--- src/design/rne_pkg.sv ---
package rne_pkg;

   // Field widths and the range of values that have a numeral.
   localparam int VALUE_W             = 12;
   localparam int CHAR_W              = 7;
   localparam int NUM_SYMBOLS         = 13;
   localparam int SYM_W               = 4;
   localparam int MAX_VALUE           = 3999;
   localparam int QUEUE_DEPTH_DEFAULT = 2;

   localparam logic [CHAR_W-1:0] CHAR_NONE = 7'd0;
   localparam logic [CHAR_W-1:0] CHAR_M    = 7'h4D;
   localparam logic [CHAR_W-1:0] CHAR_D    = 7'h44;
   localparam logic [CHAR_W-1:0] CHAR_C    = 7'h43;
   localparam logic [CHAR_W-1:0] CHAR_L    = 7'h4C;
   localparam logic [CHAR_W-1:0] CHAR_X    = 7'h58;
   localparam logic [CHAR_W-1:0] CHAR_V    = 7'h56;
   localparam logic [CHAR_W-1:0] CHAR_I    = 7'h49;

   // One queued request, already classified by the front end.
   typedef struct packed {
      logic [VALUE_W-1:0] value;
      logic               invalid;
   } entry_type;

   // Value of each symbol, largest first.
   function automatic logic [VALUE_W-1:0] sym_val(input logic [SYM_W-1:0] idx);
      logic [VALUE_W-1:0] v;
      case (idx)
         4'd0:    v = 12'd1000;
         4'd1:    v = 12'd900;
         4'd2:    v = 12'd500;
         4'd3:    v = 12'd400;
         4'd4:    v = 12'd100;
         4'd5:    v = 12'd90;
         4'd6:    v = 12'd50;
         4'd7:    v = 12'd40;
         4'd8:    v = 12'd10;
         4'd9:    v = 12'd9;
         4'd10:   v = 12'd5;
         4'd11:   v = 12'd4;
         default: v = 12'd1;
      endcase
      return v;
   endfunction

   // First character of each symbol.
   function automatic logic [CHAR_W-1:0] sym_first(input logic [SYM_W-1:0] idx);
      logic [CHAR_W-1:0] c;
      case (idx)
         4'd0:    c = CHAR_M;
         4'd1:    c = CHAR_C;
         4'd2:    c = CHAR_D;
         4'd3:    c = CHAR_C;
         4'd4:    c = CHAR_C;
         4'd5:    c = CHAR_X;
         4'd6:    c = CHAR_L;
         4'd7:    c = CHAR_X;
         4'd8:    c = CHAR_X;
         4'd9:    c = CHAR_I;
         4'd10:   c = CHAR_V;
         default: c = CHAR_I;
      endcase
      return c;
   endfunction

   // Second character of the subtractive symbols; none for the others.
   function automatic logic [CHAR_W-1:0] sym_second(input logic [SYM_W-1:0] idx);
      logic [CHAR_W-1:0] c;
      case (idx)
         4'd1:    c = CHAR_M;
         4'd3:    c = CHAR_D;
         4'd5:    c = CHAR_C;
         4'd7:    c = CHAR_L;
         4'd9:    c = CHAR_X;
         4'd11:   c = CHAR_V;
         default: c = CHAR_NONE;
      endcase
      return c;
   endfunction

endpackage

--- src/design/rne_front.sv ---
module rne_front
   import rne_pkg::*;
(
   input  logic               req_valid,
   output logic               req_ready,
   input  logic [VALUE_W-1:0] req_value,
   input  logic               q_full,
   output logic               q_push,
   output entry_type          q_push_entry
);

   // A request is taken whenever the queue has room.
   assign req_ready = !q_full;
   assign q_push    = req_valid && !q_full;

   // Classify the request: zero and values past the top of the range have no numeral.
   always_comb begin
      q_push_entry.value   = req_value;
      q_push_entry.invalid = (req_value == '0) || (req_value > VALUE_W'(MAX_VALUE));
   end

endmodule

--- src/design/rne_queue.sv ---
module rne_queue
   import rne_pkg::*;
#(
   parameter int DEPTH = QUEUE_DEPTH_DEFAULT
)
(
   input  logic      clock,
   input  logic      reset,
   input  logic      push,
   input  entry_type push_entry,
   input  logic      pop,
   output logic      full,
   output logic      head_valid,
   output entry_type head_entry
);

   localparam int PTR_W = (DEPTH > 1) ? $clog2(DEPTH) : 1;
   localparam int CNT_W = $clog2(DEPTH + 1);
   localparam logic [PTR_W-1:0] LAST_PTR = PTR_W'(DEPTH - 1);
   localparam logic [CNT_W-1:0] FULL_CNT = CNT_W'(DEPTH);

   entry_type           slot_ff [DEPTH];
   logic [PTR_W-1:0]    wr_ptr_ff, wr_ptr_in;
   logic [PTR_W-1:0]    rd_ptr_ff, rd_ptr_in;
   logic [CNT_W-1:0]    count_ff, count_in;

   assign full       = (count_ff == FULL_CNT);
   assign head_valid = (count_ff != '0);
   assign head_entry = slot_ff[rd_ptr_ff];

   // Pointer and fill count updates, with explicit wrap at the depth.
   always_comb begin
      wr_ptr_in = wr_ptr_ff;
      rd_ptr_in = rd_ptr_ff;
      count_in  = count_ff;
      if (push) begin
         wr_ptr_in = (wr_ptr_ff == LAST_PTR) ? '0 : wr_ptr_ff + 1'b1;
      end
      if (pop) begin
         rd_ptr_in = (rd_ptr_ff == LAST_PTR) ? '0 : rd_ptr_ff + 1'b1;
      end
      if (push && !pop) begin
         count_in = count_ff + 1'b1;
      end else if (pop && !push) begin
         count_in = count_ff - 1'b1;
      end
   end

   always_ff @(posedge clock) begin
      if (reset) begin
         wr_ptr_ff <= '0;
         rd_ptr_ff <= '0;
         count_ff  <= '0;
      end else begin
         wr_ptr_ff <= wr_ptr_in;
         rd_ptr_ff <= rd_ptr_in;
         count_ff  <= count_in;
      end
   end

   // Storage slots need no reset.
   always_ff @(posedge clock) begin
      if (push) begin
         slot_ff[wr_ptr_ff] <= push_entry;
      end
   end

   assert property (@(posedge clock) disable iff (reset) push |-> !full)
      else $error("queue written while full");
   assert property (@(posedge clock) disable iff (reset) pop |-> head_valid)
      else $error("queue read while empty");
   assert property (@(posedge clock) disable iff (reset) count_ff <= FULL_CNT)
      else $error("queue fill count beyond depth");

endmodule

--- src/design/rne_back.sv ---
module rne_back
   import rne_pkg::*;
(
   input  logic              clock,
   input  logic              reset,
   input  logic              head_valid,
   input  entry_type         head_entry,
   output logic              q_pop,
   output logic              rsp_valid,
   input  logic              rsp_ready,
   output logic [CHAR_W-1:0] rsp_symbol_char,
   output logic              rsp_is_last,
   output logic              rsp_invalid
);

   logic [VALUE_W-1:0] rem_ff, rem_in;
   logic [CHAR_W-1:0]  pend_ff, pend_in;
   logic               busy_ff, busy_in;
   logic               out_valid_ff, out_valid_in;
   logic [CHAR_W-1:0]  out_char_ff, out_char_in;
   logic               out_last_ff, out_last_in;
   logic               out_inv_ff, out_inv_in;

   logic               advance;
   logic [VALUE_W-1:0] src;
   logic [SYM_W-1:0]   sym_idx;
   logic [VALUE_W-1:0] next_rem;
   logic [CHAR_W-1:0]  second;

   // The output register may be refilled when empty or when its result is taken.
   assign advance = !out_valid_ff || rsp_ready;
   assign q_pop   = advance && !busy_ff && head_valid;

   // The numeral in progress, or else the request at the head of the queue.
   assign src = busy_ff ? rem_ff : head_entry.value;

   // Largest symbol that fits: the compares are independent, the lowest index wins.
   always_comb begin
      sym_idx = SYM_W'(NUM_SYMBOLS - 1);
      for (int k = NUM_SYMBOLS - 1; k >= 0; k--) begin
         if (src >= sym_val(SYM_W'(k))) begin
            sym_idx = SYM_W'(k);
         end
      end
   end

   assign next_rem = src - sym_val(sym_idx);
   assign second   = sym_second(sym_idx);

   // Sequencer: one character per cycle unless stalled, a subtractive pair in order.
   always_comb begin
      rem_in       = rem_ff;
      pend_in      = pend_ff;
      busy_in      = busy_ff;
      out_valid_in = out_valid_ff && !rsp_ready;
      out_char_in  = out_char_ff;
      out_last_in  = out_last_ff;
      out_inv_in   = out_inv_ff;
      if (advance) begin
         if (busy_ff && (pend_ff != CHAR_NONE)) begin
            out_valid_in = 1'b1;
            out_char_in  = pend_ff;
            out_last_in  = (rem_ff == '0);
            out_inv_in   = 1'b0;
            pend_in      = CHAR_NONE;
            busy_in      = (rem_ff != '0);
         end else if (!busy_ff && head_valid && head_entry.invalid) begin
            out_valid_in = 1'b1;
            out_char_in  = CHAR_NONE;
            out_last_in  = 1'b1;
            out_inv_in   = 1'b1;
         end else if (busy_ff || head_valid) begin
            out_valid_in = 1'b1;
            out_char_in  = sym_first(sym_idx);
            out_inv_in   = 1'b0;
            rem_in       = next_rem;
            pend_in      = second;
            if (second != CHAR_NONE) begin
               out_last_in = 1'b0;
               busy_in     = 1'b1;
            end else begin
               out_last_in = (next_rem == '0);
               busy_in     = (next_rem != '0);
            end
         end
      end
   end

   always_ff @(posedge clock) begin
      if (reset) begin
         rem_ff       <= '0;
         pend_ff      <= CHAR_NONE;
         busy_ff      <= 1'b0;
         out_valid_ff <= 1'b0;
      end else begin
         rem_ff       <= rem_in;
         pend_ff      <= pend_in;
         busy_ff      <= busy_in;
         out_valid_ff <= out_valid_in;
      end
   end

   // Result payload register needs no reset.
   always_ff @(posedge clock) begin
      out_char_ff <= out_char_in;
      out_last_ff <= out_last_in;
      out_inv_ff  <= out_inv_in;
   end

   assign rsp_valid       = out_valid_ff;
   assign rsp_symbol_char = out_char_ff;
   assign rsp_is_last     = out_last_ff;
   assign rsp_invalid     = out_inv_ff;

   assert property (@(posedge clock) disable iff (reset)
         !busy_ff |-> (rem_ff == '0) && (pend_ff == CHAR_NONE))
      else $error("idle sequencer holds leftover work");
   assert property (@(posedge clock) disable iff (reset)
         rsp_valid && rsp_invalid |-> rsp_is_last && (rsp_symbol_char == CHAR_NONE))
      else $error("error result malformed");
   assert property (@(posedge clock) disable iff (reset)
         rsp_valid && !rsp_invalid |-> (rsp_symbol_char != CHAR_NONE))
      else $error("numeral character missing");
   assert property (@(posedge clock) disable iff (reset)
         busy_ff && (pend_ff == CHAR_NONE) |-> (rem_ff != '0))
      else $error("sequencer busy with nothing left to emit");

endmodule

--- src/design/roman_numeral_encoder.sv ---
// The first character of a request is registered in the queue and then in the sequencer's output register.
// The sequencer sends one character per cycle while rsp_ready does not stall it; a numeral has
// 1 to 15 characters (15 for 3888); an out-of-range value gives one error result.
// A queue between classifier and sequencer lets new requests enter while a numeral is sent.
// Reset (synchronous, active high) empties the queue, clears the sequencer and drops rsp_valid.
module roman_numeral_encoder
   import rne_pkg::*;
#(
   parameter int QUEUE_DEPTH = QUEUE_DEPTH_DEFAULT
)
(
   input  logic               clock,
   input  logic               reset,
   input  logic               req_valid,
   output logic               req_ready,
   input  logic [VALUE_W-1:0] req_value,
   output logic               rsp_valid,
   input  logic               rsp_ready,
   output logic [CHAR_W-1:0]  rsp_symbol_char,
   output logic               rsp_is_last,
   output logic               rsp_invalid
);

   logic      q_full;
   logic      q_push;
   entry_type q_push_entry;
   logic      q_pop;
   logic      head_valid;
   entry_type head_entry;

   // Front end: accepts and classifies requests.
   rne_front u_front (
      .req_valid    (req_valid),
      .req_ready    (req_ready),
      .req_value    (req_value),
      .q_full       (q_full),
      .q_push       (q_push),
      .q_push_entry (q_push_entry)
   );

   // Short queue decoupling the two halves.
   rne_queue #(
      .DEPTH (QUEUE_DEPTH)
   ) u_queue (
      .clock      (clock),
      .reset      (reset),
      .push       (q_push),
      .push_entry (q_push_entry),
      .pop        (q_pop),
      .full       (q_full),
      .head_valid (head_valid),
      .head_entry (head_entry)
   );

   // Back end: emits the numeral one character at a time.
   rne_back u_back (
      .clock           (clock),
      .reset           (reset),
      .head_valid      (head_valid),
      .head_entry      (head_entry),
      .q_pop           (q_pop),
      .rsp_valid       (rsp_valid),
      .rsp_ready       (rsp_ready),
      .rsp_symbol_char (rsp_symbol_char),
      .rsp_is_last     (rsp_is_last),
      .rsp_invalid     (rsp_invalid)
   );

endmodule
--- config.mk ---
export PLATFORM = sky130hd
export DESIGN_NAME = roman_numeral_encoder
export DESIGN_NICKNAME = d
export VERILOG_FILES = /design/src/design/rne_pkg.sv /design/src/design/rne_front.sv /design/src/design/rne_queue.sv /design/src/design/rne_back.sv /design/src/design/roman_numeral_encoder.sv
export SDC_FILE = /design/constraint.sdc
export NUM_CORES = 1
export LEC_CHECK = 0
export BUFFER_PORTS_ARGS = -buffer_cell sky130_fd_sc_hd__buf_2
export CORE_MARGIN = 2
export CORE_UTILIZATION = 50
export CTS_BUF_LIST = sky130_fd_sc_hd__clkbuf_8
export CTS_CLUSTER_SIZE = 12
export DETAILED_ROUTE_END_ITERATION = 6
export PLACE_DENSITY = 0.68
export SLEW_MARGIN = 40
export SYNTH_ARGS = -nofsm -noshare
export SYNTH_HDL_FRONTEND = slang
export SYNTH_SLANG_ARGS = --single-unit
--- constraint.sdc ---
create_clock -name clock -period 8.6 [get_ports clock]
set_input_delay 0.86 -clock clock [delete_from_list [all_inputs] [get_ports clock]]
set_output_delay 0.86 -clock clock [all_outputs]
set_load 0.03 [all_outputs]
# Yosys cells after proc, flatten, opt, wreduce, memory -nomap -nowiden
# Memory sizes are Yosys's and may differ from the RTL's. A register that Yosys moved wholly into a read port is not among the register bits.
# Cells that the tools add are included.
[word_totals]
ff_bits = 34
ramBits = 26
mem_count = 3
elab_cells = 115
inputBits = 16
mem_bits_ro = 240
out_inout_bits = 11
[op_classes]
mux = 42
addsub = 5
bitwise = 2
eq_ne = 8
reduce_logical = 32
order_cmp = 13
[mem_list]
columns = ["name", "depth", "width", "rd", "rd_ports_with_merged_regs", "wr", "line", "rtl"]
rows = [
  ["(name not given)", 16, 10, 1, 0, 0, "rne_pkg.sv:29", "case (idx)"],
  ["(name not given)", 16, 5, 1, 0, 0, "rne_pkg.sv:50", "case (idx)"],
  ["u_queue.slot_ff", 2, 13, 1, 1, 1, "rne_queue.sv:22", "entry_type slot_ff [DEPTH];"],
]
[op_table]
columns = ["cell", "n"]
rows = [
  ["$mux W7", 6],
  ["$pmux W7 S6", 1],
  ["$logic_not A12 Y1", 3],
  ["$mux W4", 8],
  ["$ge A12 B10 Y1 const B", 2],
  ["$ge A12 B3 Y1 const B", 2],
  ["$ge A12 B4 Y1 const B", 2],
  ["$ge A12 B6 Y1 const B", 2],
  ["$ge A12 B7 Y1 const B", 2],
  ["$ge A12 B9 Y1 const B", 2],
  ["$reduce_bool A12 Y1", 2],
  ["$mux W1", 20],
  ["$reduce_bool A7 Y1", 2],
  ["$gt A12 B12 Y1 const B", 1],
  ["$mux W12", 1],
  ["$mux W3", 4],
  ["$sub A12 B12 Y12", 1],
  ["$logic_and A1 B1 Y1", 9],
  ["$eq A4 B3 Y1 const B", 2],
  ["$eq A4 B4 Y1 const B", 2],
  ["$logic_not A1 Y1", 6],
  ["$reduce_bool A2 Y1", 3],
  ["$eq A4 B1 Y1 const B", 1],
  ["$eq A4 B2 Y1 const B", 1],
  ["12 further kinds", 17],
]

# Longest topological paths before layout
[depth]
depth_word = 21
mapped_depth = 27
depth_no_buf = 23

# Cells and area by module
# A second synthesis with hierarchy kept.
[hier_totals]
cells_unflattened = 398
area_unflattened_um2 = 3911.3
[by_module_without_submodules]
columns = ["module", "instances", "seq_area_each_um2", "cells_each", "area_each_um2"]
rows = [
  ["rne_back", 1, 640.6, 315, 2622.5],
  ["rne_queue", 1, 880.8, 62, 1142.3],
  ["rne_front", 1, 0.0, 21, 146.4],
]

# Worst setup path before layout
# No wires, ideal clock.
[synth_timing]
kind = "reg-to-reg"
startpoint = "reg with a tool-made name"
endpoint = "reg u_back.out_last_ff (netlist: u_back.rsp_is_last) (data pin)"
path_buffers = 3
stages_incl_launch_ff = 23
t_arrival_ps = 5030
slack_ps = 3304
t_required_ps = 8335
synth_period_minus_slack_ps = 5296
path_cell_list = "dfxtp_1 > buf_6 > buf_12 > mux2_4 > mux2i_4 > nand3_4 > or2_4 > or3_1 > buf_6 > o211a_1 > ha_1 > or3_1 > o21ai_0 > inv_1 > ha_1 > nor2b_1 > o2111a_1 > or3_1 > a41o_1 > and3_2 > o21ai_0 > a211oi_1 > or3_1"
[synth_lines]
columns = ["item", "line", "rtl"]
rows = [
  ["end signal: assignment", "rne_back.sv:106", "out_last_ff <= out_last_in;"],
  ["end: declaration", "rne_back.sv:21", "logic out_last_ff, out_last_in;"],
]

==> results by group <==
Finish
  – Fin util: 57.7%
  – Layout cell share with drive strength beyond 1: 16.4%
  – Fillers: 603
  – Fin nets: 419
  – Syn-to-layout area delta: 10.9%
  – Design Area, Final: 3970 sq um
  – N_diodes: 0

Synth
  – Cell variety after synth: 71
  – Mean post-synth cell area: 9.80 sq um
  – Warnings, synthesis: 0
  – Syn Nets: 398
  – Most used flip-flop cell after synthesis: edfxtp_1
  – Mapped Cells: 365
  – Cell area after synthesis: 3580 sq um
  – Post-synth EDFFs: 34
  – Async S/R FF share, synth: 0%
  – Sequential area share after synthesis: 42.5%
  – #FFs+latches synth: 59

Global routing
  – Vias in the first global route: 2620
  – All-Layer GR Usage: 21.4%
  – Initial antenna violation count: 0
  – First-pass GRT wire length: 12800 um
  – Grt ovf: 0
  – Largest net degree at the start of global routing: 27

Clocking
  – Postcts setup bufs: 0
  – Resized cells post-CTS: 0
  – Sink Count: 59
  – CTS tree: yes
  – Clock slew at reported path FFs: 0.06 ns
  – Deepest clock path buffer count: 2
  – Post-CTS Hold Buffers: 0
  – Worst skew pair latency: 0.33 ns
  – H-tree depth: 3
  – CTS Buf Count: 9
  – Root buffer cell: clkbuf_8

STA
  – Final Setup Violations: 0
  – Final Hold Vio Count: 0
  – RSZ-0062 raised after global routing: no
  – Worst rel slew slack: 50.4%
  – Worst slew pin tran: 0.741 ns
  – Min cycle time layout: 6.10 ns
  – Post-route setup TNS: 0 ns
  – Achievable clock frequency: 164 MHz
  – Worst Skew: 0.0119 ns
  – Period utilisation layout: 70.9%
  – Max Slew Vio Count: 0

Floorplanning
  – Num rows: 30
  – Core footprint: 6870 sq um
  – Die span in x: 88.6 um
  – Initial core utilization: 52.1%
  – Top Ports: 27
  – Die H: 88.6 um
  – Die area: 7850 sq um

Flow run
  – Maxcap violations: 0

Setup path
  – Worst-path maximum fanout: 13
  – Worst EP required: 8.67 ns
  – Worst Setup Path Type: reg -> reg
  – Critical path endpoint category: flop
  – Worst setup SP type: flop
  – Arr. time, crit path: 6.17 ns

Placed design
  – Placer Congestion: 0.870
  – IO buf count: 25
  – Final HPWL DP: 5880 um
  – Area after DPL: 3720 sq um

Route
  – Initial DRC Count: 181
  – ANT nets after route: 0
  – DRC errors left: 0
  – Vias per inst: 5.84
  – WL/cell: 16.1 um
  – Total wire length: 7830 um
  – TritonRoute pass-1 iters: 6
  – Via count: 2846

Hold path
  – Worst Hold Class: reg -> reg

Run status
  – Run status: completed
cell usage after synthesis (3+ instances only):
cell | n | area share (%)
nor4_1 | 8 | 1.4
mux2i_1 | 16 | 4.5
nand4_1 | 3 | 0.52
nor2b_1 | 5 | 0.87
o31ai_1 | 4 | 0.84
a21oi_1 | 18 | 2.5
dfxtp_1 | 25 | 14
nand2b_1 | 3 | 0.52
ha_1 | 16 | 5.6
nand2_1 | 38 | 4.0
and3_1 | 3 | 0.52
nor2_1 | 37 | 3.9
o21ai_0 | 14 | 2.0
buf_4 | 3 | 0.63
o31a_1 | 3 | 0.73
a21o_1 | 4 | 0.84
o21a_1 | 8 | 1.7
nand3_1 | 4 | 0.56
nor3_1 | 8 | 1.1
inv_1 | 13 | 1.4
xnor2_1 | 3 | 0.73
clkbuf_1 | 8 | 0.84
and3_2 | 3 | 0.63
or3_1 | 8 | 1.4
a211oi_1 | 9 | 1.9
o211ai_1 | 5 | 1.0
xor2_1 | 9 | 2.2
edfxtp_1 | 34 | 29
buf_6 | 3 | 0.94
sequential cells by signal, summed over array words and instances, names as in the netlist, named ones only:
signal,cells
u_queue.rd_ptr_ff,1
u_back.rsp_invalid,1
u_back.rsp_valid,1
u_back.busy_ff,1
u_back.rsp_is_last,1
u_queue.count_ff,2
u_back.rem_ff,12
u_back.rsp_symbol_char,6
u_back.pend_ff,6
u_queue.slot_ff,26
u_queue.wr_ptr_ff,1
critical path, cell delays in order (launching register included):
cell      delay [ns]
dfxtp_1         0.76
mux2i_1         0.29
o21a_1          0.24
inv_1           0.13
nor3_2          0.26
nor2_1          0.09
or2_2           0.34
inv_1           0.33
o31ai_1         0.19
o211a_1         0.20
ha_1            0.34
or3_1           0.37
o21ai_0         0.15
inv_1           0.08
ha_1            0.27
nor2b_1         0.14
o2111a_1        0.24
or3_1           0.32
a41o_1          0.29
and3_2          0.22
o21ai_0         0.16
a211oi_1        0.11
or3_1           0.32
cell type report:
type	instances	area, sq um	share of cell area (%)
Sequential cell	59	1520	38.4
Inverter	14	52.6	1.32
Clock inverter	6	105	2.65
Clock buffer	10	138	3.47
Tap cell	96	120	3.03
Timing Repair Buffer	27	140	3.53
Multi-Input combinational cell	275	1890	47.6
placed cells by master, fill, tap and decap left out, types with 9 or more instances in the layout:
cell type	n
ha_1	16
a211oi_1	9
mux2i_1	16
o21ai_0	14
a21oi_1	18
edfxtp_1	34
clkbuf_8	10
dfxtp_1	25
xor2_1	9
nand2_1	38
nor2_1	36
buf_2	25
inv_1	15
cell families (layout without fill, tap and decap cells):
| group | Yosys count | in the layout | synth area share (%) |
|---|---|---|---|
| XOR/XNOR | 12 | 12 | 2.94 |
| buffers and inverters | 31 | 57 | 4.72 |
| multiplexers | 21 | 21 | 6.79 |
| AND/OR/NAND/NOR | 135 | 135 | 19.2 |
| flip-flops | 59 | 59 | 42.5 |
| AO/OA/AOI/OAI | 89 | 89 | 17.6 |
| adder cells (fa/ha/maj) | 17 | 17 | 6.16 |
| other | 1 | 1 | 0.105 |
through the flow:
step           hold slack [ns]  setup slack (ns)  cells
2_1_floorplan            0.445              3.30    365
3_3_place_gp             0.466              2.63    471
3_5_place_dp             0.469              2.60    471
4_1_cts                  0.479              2.56    487
5_1_grt                  0.499              2.03    487
6_report                 0.484              2.50    487
worst paths after layout:
path	startpoint	endpoint	slack, ns	cells past startpoint
setup / recovery	flop	u_back.rsp_is_last$_DFFE_PP_	2.50	22
hold / removal	u_back.pend_ff[6]$_SDFFE_PP0P_	u_back.pend_ff[6]$_SDFFE_PP0P_	0.48	2
setup reg to reg	flop	u_back.rsp_is_last$_DFFE_PP_	2.50	22
hold reg to reg	u_back.pend_ff[6]$_SDFFE_PP0P_	u_back.pend_ff[6]$_SDFFE_PP0P_	0.48	2
routing by layer:
metal	up-vias	GRT usage, %	part of all wire, %
met3	10	4.76	4.2
li1	1396	-	-
met4	0	5.79	0.82
met5	-	0	0
met2	89	34.6	48
met1	1351	29.0	47
Power is not shown: default switching activity piles up to over one toggle a cycle in this logic, so the estimate is an artifact.
